**src/hw/rtl/fsub_pkg.sv**
```systemverilog
// Shared types and constants for the truncating binary32 subtractor.
// No dependencies.
package fsub_pkg;
  localparam int unsigned WordBits = 32;
  localparam int unsigned FracBits = 23;
  localparam int unsigned ExpBits  = 8;
  localparam int unsigned MantBits = 24;
  localparam int unsigned LzBits   = 5;
  localparam int unsigned ExpWBits = 10;

  typedef struct packed {
    logic                bypass;
    logic [WordBits-1:0] bypass_word;
    logic                sign;
    logic [ExpBits-1:0]  exp;
    logic                eff_sub;
    logic [MantBits-1:0] mbig;
    logic [MantBits-1:0] msmall;
  } align_t;

  typedef struct packed {
    logic                bypass;
    logic [WordBits-1:0] bypass_word;
    logic                sign;
    logic [ExpBits-1:0]  exp;
    logic                eff_sub;
    logic [MantBits:0]   sum;
    logic [LzBits-1:0]   lz;
  } addsub_t;
endpackage

```
**src/hw/rtl/fsub_align.sv**
```systemverilog
// Stage 1: unpack, zero cases, magnitude swap and alignment shift.
// Depends on fsub_pkg.
module fsub_align import fsub_pkg::*; (
  input  logic [WordBits-1:0] minuend_i,
  input  logic [WordBits-1:0] subtrahend_i,
  output align_t              align_o
);
  logic                sa, sb;
  logic [WordBits-2:0] ma, mb, big, sml;
  logic [ExpBits-1:0]  eb, es, d;
  logic [MantBits-1:0] ms_full;

  always_comb begin
    sa = minuend_i[WordBits-1];
    sb = subtrahend_i[WordBits-1];
    ma = minuend_i[WordBits-2:0];
    mb = subtrahend_i[WordBits-2:0];
    big = (ma >= mb) ? ma : mb;
    sml = (ma >= mb) ? mb : ma;
    eb = big[WordBits-2:FracBits];
    es = sml[WordBits-2:FracBits];
    d  = eb - es;
    ms_full = {1'b1, sml[FracBits-1:0]};
    align_o.sign    = (sa != sb) ? sa : ((ma > mb) ? sa : ~sb);
    align_o.exp     = eb;
    align_o.eff_sub = (sa == sb);
    align_o.mbig    = {1'b1, big[FracBits-1:0]};
    align_o.msmall  = (d >= ExpBits'(MantBits)) ? '0 : (ms_full >> d[LzBits-1:0]);
    align_o.bypass      = 1'b1;
    align_o.bypass_word = '0;
    if (ma == '0 && mb == '0) begin
      align_o.bypass_word = {sa & ~sb, {(WordBits-1){1'b0}}};
    end else if (mb == '0) begin
      align_o.bypass_word = minuend_i;
    end else if (ma == '0) begin
      align_o.bypass_word = {~sb, mb};
    end else if (sa == sb && ma == mb) begin
      align_o.bypass_word = '0;
    end else begin
      align_o.bypass = 1'b0;
    end
  end
endmodule

```
**src/hw/rtl/fsub_addsub.sv**
```systemverilog
// Stage 2: mantissa add or subtract and leading-zero count.
// Depends on fsub_pkg.
module fsub_addsub import fsub_pkg::*; (
  input  align_t  align_i,
  output addsub_t addsub_o
);
  logic [MantBits:0] sum;
  logic [LzBits-1:0] lz;

  always_comb begin
    sum = align_i.eff_sub ? ({1'b0, align_i.mbig} - {1'b0, align_i.msmall})
                          : ({1'b0, align_i.mbig} + {1'b0, align_i.msmall});
    lz = '0;
    for (int i = 0; i < MantBits; i++) begin
      if (sum[i]) lz = LzBits'(MantBits - 1 - i);
    end
    addsub_o.bypass      = align_i.bypass;
    addsub_o.bypass_word = align_i.bypass_word;
    addsub_o.sign        = align_i.sign;
    addsub_o.exp         = align_i.exp;
    addsub_o.eff_sub     = align_i.eff_sub;
    addsub_o.sum         = sum;
    addsub_o.lz          = lz;
  end
endmodule

```
**src/hw/rtl/fsub_norm.sv**
```systemverilog
// Stage 3: normalize, saturate or flush the exponent, and pack the word.
// Depends on fsub_pkg.
module fsub_norm import fsub_pkg::*; (
  input  addsub_t             addsub_i,
  output logic [WordBits-1:0] word_o
);
  logic signed [ExpWBits-1:0] e;
  logic        [MantBits-1:0] m;

  always_comb begin
    if (addsub_i.eff_sub) begin
      m = addsub_i.sum[MantBits-1:0] << addsub_i.lz;
      e = $signed({2'b00, addsub_i.exp}) - $signed({5'b00000, addsub_i.lz});
    end else if (addsub_i.sum[MantBits]) begin
      m = addsub_i.sum[MantBits:1];
      e = $signed({2'b00, addsub_i.exp}) + 10'sd1;
    end else begin
      m = addsub_i.sum[MantBits-1:0];
      e = $signed({2'b00, addsub_i.exp});
    end
    if (addsub_i.bypass) begin
      word_o = addsub_i.bypass_word;
    end else if (e <= 10'sd0) begin
      word_o = '0;
    end else if (e > 10'sd255) begin
      word_o = {addsub_i.sign, {ExpBits{1'b1}}, {FracBits{1'b0}}};
    end else begin
      word_o = {addsub_i.sign, e[ExpBits-1:0], m[FracBits-1:0]};
    end
  end
endmodule

```
**src/hw/rtl/float32_subtract_truncating_core.sv**
```systemverilog
// Top level of the truncating binary32 subtractor: three-stage pipeline.
// Depends on fsub_pkg, fsub_align, fsub_addsub, fsub_norm.
//
// Usage:
//   Input channel valid_i/ready_o carries minuend_i and subtrahend_i.
//   Output channel valid_o/ready_i carries difference_o = minuend - subtrahend,
//   dropping shifted-out bits; no NaN, infinity or subnormal handling.
//   A beat passes the align, add/subtract and normalize/pack stage registers
//   in that order, one register per stage, before valid_o rises.
//   Throughput: one beat per cycle while ready_i is high.
//   Stall: a low ready_i holds the output register; earlier stages keep
//   filling bubbles, and ready_o drops only once all three stages are full.
//   Reset: rst_ni clears all stage valid bits; the pipeline starts empty.
module float32_subtract_truncating_core import fsub_pkg::*; (
  input  logic                clk_i,
  input  logic                rst_ni,
  input  logic                valid_i,
  output logic                ready_o,
  input  logic [WordBits-1:0] minuend_i,
  input  logic [WordBits-1:0] subtrahend_i,
  output logic                valid_o,
  input  logic                ready_i,
  output logic [WordBits-1:0] difference_o
);
  align_t              s1_d, s1_q;
  addsub_t             s2_d, s2_q;
  logic [WordBits-1:0] s3_d, s3_q;
  logic                v1_q, v2_q, v3_q;
  logic                adv1, adv2, adv3;

  assign adv3    = ~v3_q | ready_i;
  assign adv2    = ~v2_q | adv3;
  assign adv1    = ~v1_q | adv2;
  assign ready_o = adv1;

  fsub_align  u_align  (.minuend_i(minuend_i), .subtrahend_i(subtrahend_i), .align_o(s1_d));
  fsub_addsub u_addsub (.align_i(s1_q), .addsub_o(s2_d));
  fsub_norm   u_norm   (.addsub_i(s2_q), .word_o(s3_d));

  always_ff @(posedge clk_i or negedge rst_ni) begin
    if (!rst_ni) begin
      v1_q <= 1'b0;
      v2_q <= 1'b0;
      v3_q <= 1'b0;
    end else begin
      if (adv1) v1_q <= valid_i;
      if (adv2) v2_q <= v1_q;
      if (adv3) v3_q <= v2_q;
    end
  end

  always_ff @(posedge clk_i) begin
    if (adv1) s1_q <= s1_d;
    if (adv2) s2_q <= s2_d;
    if (adv3) s3_q <= s3_d;
  end

  assign valid_o      = v3_q;
  assign difference_o = s3_q;
endmodule

```
**config.mk**
```make
export PLATFORM = sky130hd
export DESIGN_NAME = float32_subtract_truncating_core
export DESIGN_NICKNAME = d
export VERILOG_FILES = /design/src/hw/rtl/fsub_pkg.sv /design/src/hw/rtl/fsub_align.sv /design/src/hw/rtl/fsub_addsub.sv /design/src/hw/rtl/fsub_norm.sv /design/src/hw/rtl/float32_subtract_truncating_core.sv
export SDC_FILE = /design/constraint.sdc
export NUM_CORES = 1
export LEC_CHECK = 0
export BUFFER_PORTS_ARGS = -buffer_cell sky130_fd_sc_hd__buf_2
export CAP_MARGIN = 20
export CORE_AREA = 2 2 140 197
export CTS_CLUSTER_SIZE = 14
export DETAILED_ROUTE_END_ITERATION = 10
export DIE_AREA = 0 0 142 199
export PLACE_DENSITY = 0.73
export SETUP_SLACK_MARGIN = 0.5
export SYNTH_ARGS = -nofsm -noshare
export SYNTH_HDL_FRONTEND = slang
export SYNTH_SLANG_ARGS = --single-unit
```
**constraint.sdc**
```tcl
create_clock -name clk_i -period 8.65 [get_ports clk_i]
set_clock_uncertainty 0.15 [all_clocks]
set_input_delay 2.1625 -clock clk_i [delete_from_list [all_inputs] [get_ports clk_i]]
set_output_delay 2.1625 -clock clk_i [all_outputs]
set_load 0.1 [all_outputs]
```
==> results.py, run 1 <==
metrics = {
    "timing": {
        "period_share_pct": 78.7,
        "fmax_mhz": 147,
        "setup-tns-final_ns": 0,
        "timing_hold_violations_final": 0,
        "tightest_slew_ns": 1.01,
        "setup_viol": 0,
        "min_period_ns": 6.81,
        "relSlewSlack_pct": 32.0,
        "rsz0062_at_grt": "no",
        "maxSlewViolCount": 0,
    },
    "cts": {
        "post_cts_buffers": 0,
        "clkTransAtPathRegs_ns": 0.07,
        "clock_path_buffers": 2,
        "cts-resized-gates": 0,
        "cts_made_buffers": 17,
        "postCtsHoldBufs": 0,
        "cts.sinks": 198,
        "clkLatencyLatePin_ns": 0.45,
        "cts_tree": "built",
        "root_buffer": "clkbuf_16",
        "htree_levels": 4,
    },
    "synth": {
        "yosysSeqAreaShare_pct": 41.3,
        "synth-xor-area-share_pct": 4.05,
        "avgSynthCellArea_sq_um": 9.72,
        "synth_compound_area_share_pct": 19.8,
        "synth_mux_area_share_pct": 7.98,
        "synth_top_area_share_pct": 40.8,
        "yosysMostFrequentCell": "edfxtp_1",
        "synth_top_area_cell": "edfxtp_1",
        "synthSimpleGateAreaFrac_pct": 16.7,
        "ys_warn_count": 0,
        "synthDistinctLibCells": 98,
        "synth-seq-cells": 198,
        "synth-adder-area-share_pct": 5.77,
        "ys.flop_type": "edfxtp_1",
        "netlist_top_cells_area": "edfxtp_1 41%, ha_1 5.5%, mux2i_1 5.3%",
        "synth_top_family_by_area": "compound AO/OA/AOI/OAI gates",
        "syn_nets": 1610,
        "synthTopCellsByCount": "195 x edfxtp_1, 173 x nor2_1, 135 x nand2_1",
        "ys_async_sr_fraction_pct": 1.52,
        "synth_cells": 1477,
        "synth_edf_count": 195,
        "syn_area_sq_mm": 0.0144,
    },
    "routing": {
        "routed_wl_mm": 42.8,
        "first_pass_iters": 5,
        "num_vias": 11900,
        "routedWlPerCell_um": 22.8,
        "drc_errors": 0,
        "drt_iter0_markers": 987,
        "vias_per_cell": 6.34,
        "antenna_left": 0,
    },
    "min_path": {
        "hold_path_depth": 0,
        "hold_path_end": "s2_q[43]",
        "hp-class": "flip-flop to flip-flop",
        "hold_start": "s1_q[61]",
    },
    "cells_and_area": {
        "syn2layout_area_growth_pct": 9.36,
        "fillers": 2294,
        "drive_above_1_share_pct": 15.0,
        "final_area_sq_mm": 0.0157,
        "diodes": 0,
        "nets": 1669,
    },
    "critical_path": {
        "cp-start-kind": "input pin",
        "cp_cell_sequence": "buf_2 > inv_1 > ha_1 > nand4_1 > nor4_2 > o211ai_1 > and4_1 > o21ai_4 > a31oi_1 > nor4bb_1 > a211o_1 > o2111ai_4 > and3b_1",
        "critPathArrivalTime_ns": 6.86,
        "r2r_end": "difference_o[8]",
        "critPathSlowestCell": "o2111ai_4",
        "critical_path_class": "input pin to flip-flop",
        "cp_top_family": "compound AO/OA/AOI/OAI gates",
        "crit_buf_inv": 2,
        "max_stage_delay_ns": 0.84,
        "worstPathRequired_ns": 8.71,
        "r2r_slack_ns": 3.11,
        "reg2reg_from": "s2_q[1]",
        "worstRegToRegCells": 14,
        "end_kind": "flip-flop",
        "crit_fanout": 27,
    },
    "global_routing": {
        "grt_max_degree": 82,
        "grt_util_all_layers_pct": 30.8,
        "antenna_found_initial": 0,
        "grt_pass1_wl_mm": 65.4,
        "grt_overflow": 0,
        "first_global_vias": 11377,
    },
    "pwr": {
        "peakVddDrop_mv": 0.141,
        "p_leak_nw": 6.21,
        "p_per_area_mw_per_mm2": 323,
    },
    "floorplanning": {
        "rows": 71,
        "ioPinCount": 102,
        "die_w_um": 142,
        "core_area_sq_mm": 0.0266,
        "dieArea_sq_mm": 0.0283,
        "die_y_um": 199,
        "start_util_pct": 54.1,
    },
    "placed_design": {
        "io_buffers": 101,
        "dp_hpwl_mm": 33.3,
        "place_congestion": 1.07,
        "dpl-instance-area_sq_mm": 0.0151,
    },
    "outcome": {
        "outcome": "finished clean",
    },
    "flow_run": {
        "drv_cap": 0,
    },
}
registers in the layout, indices dropped and copies added, names as in the netlist:
name          cells
v2_q              1
difference_o     32
valid_o           1
v1_q              1
s1_q             90
s2_q             73
area by class of cell:
| class | count | area, sq um | share of cell area [%] |
|---|---|---|---|
| multi-input combinational | 1128 | 7810 | 49.7 |
| sequential | 198 | 5930 | 37.8 |
| clock buffer | 17 | 425 | 2.71 |
| inverter | 69 | 259 | 1.65 |
| tap | 328 | 410 | 2.61 |
| clock inverter | 15 | 204 | 1.30 |
| timing repair buffer | 122 | 663 | 4.22 |
worst max-delay path by stage:
stage	depth (start not counted)	from	to
6_report	13	subtrahend_i[18]	s1_q[5]
5_1_grt	13	subtrahend_i[18]	s1_q[5]
4_1_cts	13	subtrahend_i[18]	s1_q[5]
3_5_place_dp	13	subtrahend_i[18]	s1_q[5]
3_3_place_gp	17	subtrahend_i[27]	s1_q[1]
2_1_floorplan	1	ready_i	ready_o
through the flow:
stage                     instances  util [%]  hold slack, ns  power, mW  setup WS, ns
after global placement         1845      56.8           0.255       4.21          1.62
after floorplan                1477         -           0.250       3.60         0.761
after detailed placement       1845      56.8           0.255       4.24          1.48
after global routing           1877      59.1           0.268       5.37          1.65
final                          1877      59.1           0.268       5.07          1.84
after CTS                      1877      59.1           0.268       5.07          1.97
layer usage:
layer,global-route usage (%),wire length [um]
met1,35.3,16400
met2,53.0,21100
met3,4.33,2020
met4,21.4,3320
met5,0,0
placed cells by master, fill, tap and decap left out, types with 8 or more instances in the layout:
cell and instances:
o31ai_1 12, o211ai_1 12, and2_1 9, clkbuf_16 17, a21oi_1 92, nand3_1 17
nor4_1 23, or3_1 8, mux2_2 15, nand2b_1 12, nor3_2 17, o22ai_1 35
xor2_1 18, edfxtp_1 195, mux4_2 9, o221ai_1 18, a211oi_1 20, o21ai_0 93
inv_1 67, buf_4 21, a21o_1 13, nor2b_1 15, nor2_1 172, mux2i_1 76
buf_2 101, and3_1 9, ha_1 63, nand2_1 135, o21a_1 8, a22o_1 24
xnor2_1 34, nand4_1 17, nor3_1 27
kinds of logic (layout without fill, tap and decap cells):
family | after synthesis | count (layout)
AOI/OAI and AO/OA | 413 | 413
buffers and inverters | 151 | 223
and+or+nand+nor | 492 | 492
muxes | 101 | 101
adders and majority gates | 65 | 65
DFF | 198 | 198
xor gates and xnor gates | 57 | 57
power by group:
part | total, mW | internal (mW) | switching [mW]
logic | 2.74 | 0.919 | 1.82
registers | 1.51 | 1.35 | 0.161
clock network | 0.819 | 0.443 | 0.375
No activity file was read; power rests on OpenSTA's default activity.
==> run 2: changes to the inputs <==
==> constraint.sdc (replaced) <==
create_clock -name clk_i -period 7 [get_ports clk_i]
set_clock_uncertainty 0.15 [all_clocks]
set_input_delay 1.75 -clock clk_i [delete_from_list [all_inputs] [get_ports clk_i]]
set_output_delay 1.75 -clock clk_i [all_outputs]
set_load 0.1 [all_outputs]
==> run 2 against run 1 <==
- global-route usage down 0.63 points
- core utilization grew 0.35 points
- sequential cell count did not move
- wire length decreased by 2.8%
- die area stayed put
- critical path depth is 4 higher
- combinational power is 24% higher
- worst hold slack gained 0.0023 ns
- clock-buffer cell count grew 2
- sequential power rose by 24%
==> results.py, run 2 (synthesis gave the netlist of run 1 again) <==
metrics = {
    "cts": {
        "root_buffer": "clkbuf_16",
        "clkLatencyLatePin_ns": 0.45,
        "cts.sinks": 198,
        "clkTransAtPathRegs_ns": 0.07,
        "postCtsHoldBufs": 0,
        "cts-resized-gates": 0,
        "clock_path_buffers": 2,
        "post_cts_buffers": 0,
        "cts_made_buffers": 17,
        "cts_tree": "built",
        "htree_levels": 4,
    },
    "routing": {
        "num_vias": 11953,
        "first_pass_iters": 6,
        "drc_errors": 0,
        "antenna_left": 0,
        "vias_per_cell": 6.32,
        "drt_iter0_markers": 1184,
        "routedWlPerCell_um": 22.0,
        "routed_wl_mm": 41.6,
    },
    "placed_design": {
        "dpl-instance-area_sq_mm": 0.0152,
        "io_buffers": 101,
        "dpl_worst_slack_ns": 0.551,
        "dp_hpwl_mm": 32.3,
        "dpl.cell_count": 1858,
        "place_congestion": 1.00,
    },
    "critical_path": {
        "worstRegToRegCells": 18,
        "worstPathRequired_ns": 7.04,
        "reg2reg_from": "s1_q[6]",
        "critical_path_class": "input pin to flip-flop",
        "r2r_slack_ns": 1.48,
        "cp_top_family": "compound AO/OA/AOI/OAI gates",
        "critPathSlowestCell": "a211oi_2",
        "r2r_end": "s2_q[4]",
        "end_kind": "flip-flop",
        "critPathArrivalTime_ns": 6.08,
        "max_stage_delay_ns": 0.50,
        "cp-start-kind": "input pin",
        "cp_cell_sequence": "buf_2 > inv_1 > ha_1 > a21oi_1 > o21ai_2 > a211oi_2 > and4_1 > o2111ai_1 > o21a_1 > ha_1 > buf_12 > mux2_2 > o311ai_0 > mux2i_1 > mux2i_1 > o22a_1 > a21oi_1",
        "crit_buf_inv": 3,
        "crit_fanout": 52,
    },
    "floorplanning": {
        "die_y_um": 199,
        "start_util_pct": 54.1,
        "dieArea_sq_mm": 0.0283,
        "core_area_sq_mm": 0.0266,
        "ioPinCount": 102,
        "rows": 71,
        "die_w_um": 142,
    },
    "timing": {
        "timing_hold_violations_final": 0,
        "rsz0062_at_grt": "no",
        "tightest_slew_ns": 0.959,
        "min_period_ns": 6.04,
        "maxSlewViolCount": 0,
        "setup-tns-final_ns": 0,
        "setup_viol": 0,
        "fmax_mhz": 166,
        "hold_ws_ns": 0.270,
        "period_share_pct": 86.3,
        "relSlewSlack_pct": 36.1,
        "setup_ws_ns": 0.960,
    },
    "cells_and_area": {
        "max_flop_register": "s1_q",
        "final_area_sq_mm": 0.0158,
        "final_core_util_pct": 59.5,
        "drive_above_1_share_pct": 15.7,
        "fin_cells": 1891,
        "largest_register_ffs": 90,
        "syn2layout_area_growth_pct": 10.0,
        "layout_common_cells": "195 x edfxtp_1, 172 x nor2_1, 135 x nand2_1",
        "diodes": 0,
        "nets": 1683,
        "final_common_cell": "edfxtp_1",
    },
    "global_routing": {
        "grt_overflow": 0,
        "grt_pass1_wl_mm": 64.5,
        "antenna_found_initial": 0,
        "grt_util_all_layers_pct": 30.2,
        "first_global_vias": 11549,
        "grt_max_degree": 80,
    },
    "min_path": {
        "hold_path_depth": 0,
        "hp-class": "flip-flop to flip-flop",
        "hold_path_end": "s2_q[53]",
        "hold_start": "s1_q[71]",
    },
    "pwr": {
        "peakVddDrop_mv": 0.189,
        "finalPower_mw": 6.24,
        "p_per_area_mw_per_mm2": 395,
        "p_leak_nw": 6.28,
    },
    "outcome": {
        "outcome": "finished clean",
    },
    "flow_run": {
        "drv_cap": 0,
    },
}
-- run 2: cell types whose count changed in the layout (fill, tap and decap cells not counted), sizes merged --
cell,previous run,this run
clkbuf,17,19
buf,122,136
inv,74,72
-- run 2: worst max path at each step --
stage	start	end	slack, ns	cells after the start
6_report	subtrahend_i[24]	s1_q[1]	0.96	17
5_1_grt	subtrahend_i[24]	s1_q[1]	0.60	17
4_1_cts	subtrahend_i[24]	s1_q[1]	1.01	17
3_5_place_dp	subtrahend_i[24]	s1_q[1]	0.55	17
3_3_place_gp	subtrahend_i[24]	s1_q[1]	0.57	17
2_1_floorplan	ready_i	ready_o	-0.06	1
-- run 2: cell type report --
type	instances	area, sq um
Multi-Input combinational cell	1128	7810
Clock inverter	13	165
Tap cell	328	410
Fill cell	2268	10800
Clock buffer	19	433
Timing Repair Buffer	136	788
Sequential cell	198	5930
Inverter	69	259
-- run 2: routing by layer --
layer  up-vias  routed length (um)  GRT usage, %
li1       5718                   -             -
met1      5588               15800          35.0
met2       494               20400          51.5
met3       153                2130          3.73
met4         0                3260          21.7
met5         -                   0             0
-- run 2: power by group --
group          internal [mW]  switching [mW]  total, mW
Clock                  0.538           0.438      0.976
Sequential              1.67           0.203       1.87
Combinational           1.15            2.23       3.39
